File: config.mk
export PLATFORM = sky130hd
export DESIGN_NAME = rlf_ctrl
export DESIGN_NICKNAME = d
export VERILOG_FILES = /design/src/hw/rtl/rlf_pkg.sv /design/src/hw/rtl/rlf_ctrl.sv
export VERILOG_INCLUDE_DIRS = /design/src /design/src/hw/rtl
export SDC_FILE = /design/constraint.sdc
export NUM_CORES = 1
export LEC_CHECK = 0
export BUFFER_PORTS_ARGS = -buffer_cell sky130_fd_sc_hd__buf_2
export CORE_ASPECT_RATIO = 0.6
export CORE_MARGIN = 2
export CORE_UTILIZATION = 56
export CTS_CLUSTER_DIAMETER = 150
export DETAILED_ROUTE_END_ITERATION = 8
export PLACE_DENSITY_LB_ADDON = 0.3
export SLEW_MARGIN = 15
export SYNTH_ARGS = -nofsm -noshare
export SYNTH_HDL_FRONTEND = slang
export SYNTH_SLANG_ARGS = --single-unit
File: constraint.sdc
create_clock -name i_clk -period 6.2 [get_ports i_clk]
set_input_delay 0.31 -clock i_clk [delete_from_list [all_inputs] [get_ports i_clk]]
set_output_delay 0.31 -clock i_clk [all_outputs]
set_load 0.1 [all_outputs]
File: src/hw/rtl/repeated_line_filter_top_macros.svh
// assertion macros for the repeated line filter
`ifndef REPEATED_LINE_FILTER_TOP_MACROS_SVH
`define REPEATED_LINE_FILTER_TOP_MACROS_SVH
`ifndef SYNTHESIS
`define RLF_ASSERT(label, clk, rst_n, prop) \
    label: assert property (@(posedge clk) disable iff (!rst_n) prop) \
        else $error("rlf assertion failed");
`define RLF_ASSERT_ALWAYS(label, clk, prop) \
    label: assert property (@(posedge clk) prop) \
        else $error("rlf assertion failed");
`else
`define RLF_ASSERT(label, clk, rst_n, prop)
`define RLF_ASSERT_ALWAYS(label, clk, prop)
`endif
`endif

File: src/hw/rtl/rlf_pkg.sv
// ----------------------------------------------------------------------------
// rlf_pkg
// types and constants shared by the repeated line filter
// ----------------------------------------------------------------------------
package rlf_pkg;

    localparam int LINE_BYTES = 256;
    localparam int LINE_SLOTS = 512;
    localparam int PIECE_MAX  = LINE_BYTES - 2;

    localparam int BYTE_W  = $clog2(LINE_BYTES);
    localparam int LEN_W   = BYTE_W;
    localparam int SLOT_W  = $clog2(LINE_SLOTS);
    localparam int CNT_W   = $clog2(LINE_SLOTS + 1);
    localparam int SEEN_AW = SLOT_W + BYTE_W;

    localparam int TEXT_W   = 8;
    localparam int VERDICT_W = 2;
    localparam int NUMBER_W = 9;
    localparam int PIECE_W  = 8;
    localparam logic [NUMBER_W-1:0] NUMBER_MAX = 9'd511;

    typedef enum logic [VERDICT_W-1:0] {
        V_FIRST  = 2'd0,
        V_REPEAT = 2'd1,
        V_FULL   = 2'd2
    } t_verdict;

    typedef struct packed {
        logic              we;
        logic [BYTE_W-1:0] waddr;
        logic [TEXT_W-1:0] wdata;
        logic [BYTE_W-1:0] raddr;
    } t_piece_req;

    typedef struct packed {
        logic               we;
        logic [SEEN_AW-1:0] waddr;
        logic [TEXT_W-1:0]  wdata;
        logic [SEEN_AW-1:0] raddr;
    } t_seen_req;

    typedef struct packed {
        logic              we;
        logic [SLOT_W-1:0] waddr;
        logic [LEN_W-1:0]  wdata;
        logic [SLOT_W-1:0] raddr;
    } t_slen_req;

endpackage

File: src/hw/rtl/rlf_ctrl.sv
// ----------------------------------------------------------------------------
// rlf_ctrl
// gathers piece bytes, walks the seen store and issues one verdict per piece
// ----------------------------------------------------------------------------
`include "repeated_line_filter_top_macros.svh"

module rlf_ctrl (
    input  logic                   i_clk,
    input  logic                   i_rst_n,
    input  logic                   i_in_valid,
    output logic                   o_in_ready,
    input  logic [7:0]             i_text_byte,
    input  logic                   i_line_end,
    input  logic                   i_file_start,
    output logic                   o_out_valid,
    input  logic                   i_out_ready,
    output logic [1:0]             o_verdict,
    output logic [8:0]             o_line_number,
    output logic [7:0]             o_piece_length,
    output rlf_pkg::t_piece_req    o_piece_req,
    input  logic [7:0]             i_piece_rdata,
    output rlf_pkg::t_seen_req     o_seen_req,
    input  logic [7:0]             i_seen_rdata,
    output rlf_pkg::t_slen_req     o_slen_req,
    input  logic [rlf_pkg::LEN_W-1:0] i_slen_rdata
);
    import rlf_pkg::*;

    typedef enum logic [2:0] {
        S_IDLE, S_LEN_RD, S_LEN_CHK, S_BYTES, S_COPY, S_RESULT
    } t_state;

    t_state               r_state, n_state;
    logic [LEN_W-1:0]     r_len, n_len;
    logic [CNT_W-1:0]     r_count, n_count;
    logic [NUMBER_W-1:0]  r_pc, n_pc;
    logic [CNT_W-1:0]     r_k, n_k;
    logic [LEN_W-1:0]     r_j, n_j;
    logic [LEN_W-1:0]     r_jd, n_jd;
    logic                 r_chk, n_chk;
    t_verdict             r_verdict, n_verdict;
    logic                 r_out_vld, n_out_vld;
    logic [VERDICT_W-1:0] r_out_verdict, n_out_verdict;
    logic [NUMBER_W-1:0]  r_out_num, n_out_num;
    logic [PIECE_W-1:0]   r_out_len, n_out_len;

    logic             accept;
    logic [LEN_W-1:0] eff_len;
    logic [LEN_W-1:0] new_len;
    logic [CNT_W-1:0] eff_count;
    logic             last_entry;
    logic             mism;

    assign o_in_ready = (r_state == S_IDLE);
    assign accept     = i_in_valid && o_in_ready;
    assign eff_len    = i_file_start ? '0 : r_len;
    assign new_len    = eff_len + LEN_W'(1);
    assign eff_count  = i_file_start ? '0 : r_count;
    assign last_entry = (r_k + CNT_W'(1)) == r_count;
    assign mism       = r_chk && (i_piece_rdata != i_seen_rdata);

    always_comb begin
        o_piece_req.we    = accept;
        o_piece_req.waddr = eff_len[BYTE_W-1:0];
        o_piece_req.wdata = i_text_byte;
        o_piece_req.raddr = r_j[BYTE_W-1:0];
        o_seen_req.we     = (r_state == S_COPY) && r_chk;
        o_seen_req.waddr  = {r_count[SLOT_W-1:0], r_jd[BYTE_W-1:0]};
        o_seen_req.wdata  = i_piece_rdata;
        o_seen_req.raddr  = {r_k[SLOT_W-1:0], r_j[BYTE_W-1:0]};
        o_slen_req.we     = (r_state == S_COPY) && r_chk && (r_j == r_len);
        o_slen_req.waddr  = r_count[SLOT_W-1:0];
        o_slen_req.wdata  = r_len;
        o_slen_req.raddr  = r_k[SLOT_W-1:0];
    end

    always_comb begin
        n_state       = r_state;
        n_len         = r_len;
        n_count       = r_count;
        n_pc          = r_pc;
        n_k           = r_k;
        n_j           = r_j;
        n_jd          = r_jd;
        n_chk         = r_chk;
        n_verdict     = r_verdict;
        n_out_vld     = r_out_vld && !i_out_ready;
        n_out_verdict = r_out_verdict;
        n_out_num     = r_out_num;
        n_out_len     = r_out_len;
        case (r_state)
            S_IDLE: begin
                if (accept) begin
                    n_len = new_len;
                    n_count = eff_count;
                    if (i_file_start) begin
                        n_pc = '0;
                    end
                    if (i_line_end || new_len == LEN_W'(PIECE_MAX)) begin
                        n_k   = '0;
                        n_j   = '0;
                        n_chk = 1'b0;
                        // empty store: straight to storing
                        n_state = (eff_count == '0) ? S_COPY : S_LEN_RD;
                    end
                end
            end
            S_LEN_RD: begin
                n_state = S_LEN_CHK;
            end
            S_LEN_CHK, S_BYTES: begin
                if ((r_state == S_LEN_CHK && i_slen_rdata != r_len) ||
                    (r_state == S_BYTES && mism)) begin
                    n_chk = 1'b0;
                    n_j   = '0;
                    if (last_entry) begin
                        if (r_count < CNT_W'(LINE_SLOTS)) begin
                            n_state = S_COPY;
                        end else begin
                            n_verdict = V_FULL;
                            n_state   = S_RESULT;
                        end
                    end else begin
                        n_k     = r_k + CNT_W'(1);
                        n_state = S_LEN_RD;
                    end
                end else if (r_state == S_LEN_CHK) begin
                    n_j     = '0;
                    n_chk   = 1'b0;
                    n_state = S_BYTES;
                end else if (r_j == r_len) begin
                    n_verdict = V_REPEAT;
                    n_state   = S_RESULT;
                end else begin
                    n_j   = r_j + LEN_W'(1);
                    n_chk = 1'b1;
                end
            end
            S_COPY: begin
                if (r_j == r_len) begin
                    n_count   = r_count + CNT_W'(1);
                    n_verdict = V_FIRST;
                    n_chk     = 1'b0;
                    n_state   = S_RESULT;
                end else begin
                    n_jd  = r_j;
                    n_j   = r_j + LEN_W'(1);
                    n_chk = 1'b1;
                end
            end
            S_RESULT: begin
                if (!r_out_vld || i_out_ready) begin
                    n_out_vld     = 1'b1;
                    n_out_verdict = r_verdict;
                    n_out_num     = r_pc;
                    n_out_len     = PIECE_W'(r_len);
                    if (r_pc < NUMBER_MAX) begin
                        n_pc = r_pc + NUMBER_W'(1);
                    end
                    n_len   = '0;
                    n_state = S_IDLE;
                end
            end
            default: begin
                n_state = S_IDLE;
            end
        endcase
    end

    always_ff @(posedge i_clk) begin
        if (!i_rst_n) begin
            r_state   <= S_IDLE;
            r_len     <= '0;
            r_count   <= '0;
            r_pc      <= '0;
            r_chk     <= 1'b0;
            r_out_vld <= 1'b0;
        end else begin
            r_state   <= n_state;
            r_len     <= n_len;
            r_count   <= n_count;
            r_pc      <= n_pc;
            r_chk     <= n_chk;
            r_out_vld <= n_out_vld;
        end
        r_k           <= n_k;
        r_j           <= n_j;
        r_jd          <= n_jd;
        r_verdict     <= n_verdict;
        r_out_verdict <= n_out_verdict;
        r_out_num     <= n_out_num;
        r_out_len     <= n_out_len;
    end

    assign o_out_valid    = r_out_vld;
    assign o_verdict      = r_out_verdict;
    assign o_line_number  = r_out_num;
    assign o_piece_length = r_out_len;

    `RLF_ASSERT(a_count_bound, i_clk, i_rst_n, r_count <= CNT_W'(LINE_SLOTS))
    `RLF_ASSERT(a_store_room, i_clk, i_rst_n, o_seen_req.we |-> r_count < CNT_W'(LINE_SLOTS))
    `RLF_ASSERT(a_len_bound, i_clk, i_rst_n, r_len <= LEN_W'(PIECE_MAX))
    `RLF_ASSERT(a_result_src, i_clk, i_rst_n,
        $rose(r_out_vld) |-> $past(r_state == S_RESULT))

endmodule

==> run_results.csv <==
group,metric,value,unit
outcome,outcome,"finished, final reports clean",
sta,setup_violations,0,
power_and_ir_drop,clkPwrFrac,0.387,
clock_network,hold_buffers,0,
cells_and_area,multi_input_area,2120,um^2
floorplanning,die_x,123,um
route,drt-initial-drc-count,440,
global_routing,grt_pass1_vias,3534,
placement,gp_congestion,0.923,
clock_network,cts_root_buf,"clkbuf_16",
sta,slew_headroom,0.264,
synthesis,synth_edf_count,47,
cells_and_area,drive_above_1_share,0.301,
critical_path,path_cells,"nor2b_1, ha_1, nand3_1, nor2_1, xnor2_1, a41o_1, a21oi_1, o21ai_0",
global_routing,grt_max_degree,27,
critical_path,path_delay_family,"compound AO/OA/AOI/OAI gates",
floorplanning,rows,26,
route,first_pass_iters,5,
clock_network,numClockSinks,79,
placement,place_hpwl,8670,um
sta,fmax,300,MHz
clock_network,clk_pin_slew,0.07,ns
cells_and_area,stdcell_count,671,
power_and_ir_drop,switching_share,0.331,
cells_and_area,layout.nets,598,
global_routing,overflow,0,
cells_and_area,finish.utilization,0.638,
power_and_ir_drop,p_leak,0.00229,uW
sta,layout_worst_path_cycle_share,0.537,
route,via_per_inst,5.83,
clock_network,clock_latency,0.34,ns
clock_network,cts_buffers,9,
sta,hold_viol,0,
global_routing,antenna_found_initial,0,
placement,place_area,5050,um^2
synthesis,seq_area_frac_synth,0.430,
placement,place_inst,655,
global_routing,grt_pass1_wl,18200,um
route,wl,11900,um
cells_and_area,layout.area.seq,2050,um^2
sta,tns,0,ns
synthesis,ys_types,66,
clock_network,tritoncts,"done",
synthesis,yosys_warnings,0,
route,drt-wirelength-per-cell,17.7,um
run,cap_violations,0,
cells_and_area,final_cell_mix,"buf_2, edfxtp_1, nor2_1, xnor2_1, dfxtp_1",
power_and_ir_drop,p_int,937,uW
sta,rsz0062_at_grt,"no",
critical_path,crit_type,"flop to flop",
synthesis,syn_area,4770,um^2
floorplanning,die-area,9310,um^2
route,antenna_left,0,
power_and_ir_drop,p_switching,463,uW
power_and_ir_drop,power_density,261,nW/um^2
synthesis,synth_fp_nets,530,
critical_path,endpoint_kind,"flop",
placement,io_buffer_count,137,
sta,slew_viol_final,0,
cells_and_area,syn_to_final_growth,12.2,%
clock_network,clock_path_buffers,2,
route,vias,3909,
critical_path,worst-path-buf-inv,0,
floorplanning,core_area,8390,um^2
sta,period_minus_slack,3.33,ns
power_and_ir_drop,p_seq_frac,0.421,
critical_path,cp-start-kind,"flop",
route,drc_errors,0,
critical_path,arrival,3.28,ns
floorplanning,die_y,75.5,um
critical_path,max_stage_delay,0.89,ns
worst_hold_path,min_path_type,"input pin to flop",
cells_and_area,final.fill_count,680,
synthesis,ys_ff_latch,79,
critical_path,crit_fanout,8,
sta,worst_pin_slew,1.09,ns
synthesis,yosys_most_used_dff,"edfxtp_1",
clock_network,cts_resized,0,
sta,clock_skew,0.00789,ns
synthesis,async_reset_ff_frac,0,
power_and_ir_drop,ir_drop,0.233,mV
critical_path,critPathRequiredTime,6.15,ns
power_and_ir_drop,combPwrFrac,0.192,
floorplanning,initial_utilization,0.569,
synthesis,synthCells,486,
clock_network,htreeDepth,3,
cells_and_area,final_common_cell,"buf_2",
critical_path,cp_slowest_cell,"o21ai_0",
global_routing,grtUsageTotal,0.259,
cells_and_area,diodes,0,
cells_and_area,final_area,5360,um^2
clock_network,cts_setup_buffers,0,
floorplanning,io_pins,154,
synthesis,synth_area_per_cell,9.82,um^2
[path summary, 6_finish.rpt]
kind                         startpoint                endpoint  slack [ns]  depth (start not counted)
max               r_len[0]$_SDFFE_PN0P_        r_j[2]$_DFFE_PP_        2.87                          8
min                         i_out_ready  o_out_valid$_SDFF_PN0_        0.41                          3
max reg2reg       r_len[0]$_SDFFE_PN0P_        r_j[2]$_DFFE_PP_        2.87                          8
min reg2reg  r_verdict[1]$_SDFFCE_PP0P_  o_verdict[1]$_DFFE_PP_        0.43                          0
[flip-flops by register name, summed over array words and instances, names as in the netlist]
name,count
o_line_number,9
o_out_valid,1
r_j,8
r_chk,1
r_count,10
r_verdict,2
r_jd,8
r_k,10
r_len,8
r_state,3
r_pc,9
o_verdict,2
o_piece_length,8
[cell families after synthesis]
kind of cell | synth area share
mux | 0.00865
buf+inv | 0.125
simple gates | 0.211
compound gates | 0.110
flops | 0.430
fa+ha+maj | 0.0157
xor+xnor | 0.100
[per-stage QoR]
| stage | hold WS (ns) | worst slack (ns) | power (uW) |
|---|---|---|---|
| after floorplan | 0.400 | 1.46 | 856 |
| after global routing | 0.432 | 2.59 | 1440 |
| after CTS | 0.394 | 2.87 | 1410 |
| after global placement | 0.406 | 3.16 | 865 |
| final | 0.411 | 2.87 | 1400 |
| after detailed placement | 0.413 | 2.97 | 868 |
[routing by layer]
metal | vias to the layer above | routed length [um] | global-route usage
met5 | - | 0 | 0
met3 | 14 | 1360 | 0.0704
met2 | 248 | 5040 | 0.385
met1 | 1831 | 5370 | 0.374
li1 | 1816 | - | -
met4 | 0 | 131 | 0.0745
[cell type report]
cell class                      instances  area share
Timing Repair Buffer                  138       0.129
Tap cell                              112      0.0261
Multi-Input combinational cell        316       0.396
Inverter                               10     0.00794
Clock inverter                          7      0.0152
Clock buffer                            9      0.0420
Sequential cell                        79       0.383
[synthesized netlist by cell type, drive strengths merged, types with 3 or more instances]
| master | instances | area (um^2) |
|---|---|---|
| nor4b | 3 | 26.3 |
| nor3 | 7 | 40.0 |
| buf | 70 | 514 |
| edfxtp | 47 | 1410 |
| nor2b | 15 | 93.8 |
| o211a | 4 | 40.0 |
| nor3b | 3 | 22.5 |
| nand4 | 18 | 113 |
| nand3b | 4 | 30.0 |
| and3 | 10 | 62.6 |
| nand2b | 5 | 31.3 |
| o31ai | 3 | 22.5 |
| clkbuf | 11 | 41.3 |
| inv | 9 | 33.8 |
| xor2 | 19 | 166 |
| dfxtp | 32 | 641 |
| xnor2 | 33 | 289 |
| nor4 | 9 | 68.8 |
| a21boi | 10 | 75.1 |
| nor2 | 39 | 163 |
| or3 | 5 | 36.3 |
| a21oi | 13 | 76.3 |
| nand3 | 20 | 100 |
| nand2 | 28 | 115 |
| a31oi | 5 | 31.3 |
| and2 | 6 | 37.5 |
| o21ai | 14 | 70.1 |
| o21a | 3 | 22.5 |
| ha | 6 | 75.1 |
| mux2i | 3 | 30.0 |
[power groups by stage]
| stage | Clock [uW] | Combinational, uW | Sequential [uW] |
|---|---|---|---|
| after global routing | 570 | 279 | 592 |
| after global placement | 0 | 266 | 599 |
| after floorplan | 0 | 203 | 653 |
| after detailed placement | 0 | 268 | 600 |
| after CTS | 549 | 269 | 589 |
| final | 542 | 269 | 589 |
[worst min-delay path, stage by stage]
cell      delay [ns]
buf_2           0.09
nand2b_1        0.19
a21boi_0        0.10
Note: power is estimated with default switching activity, not from simulation.
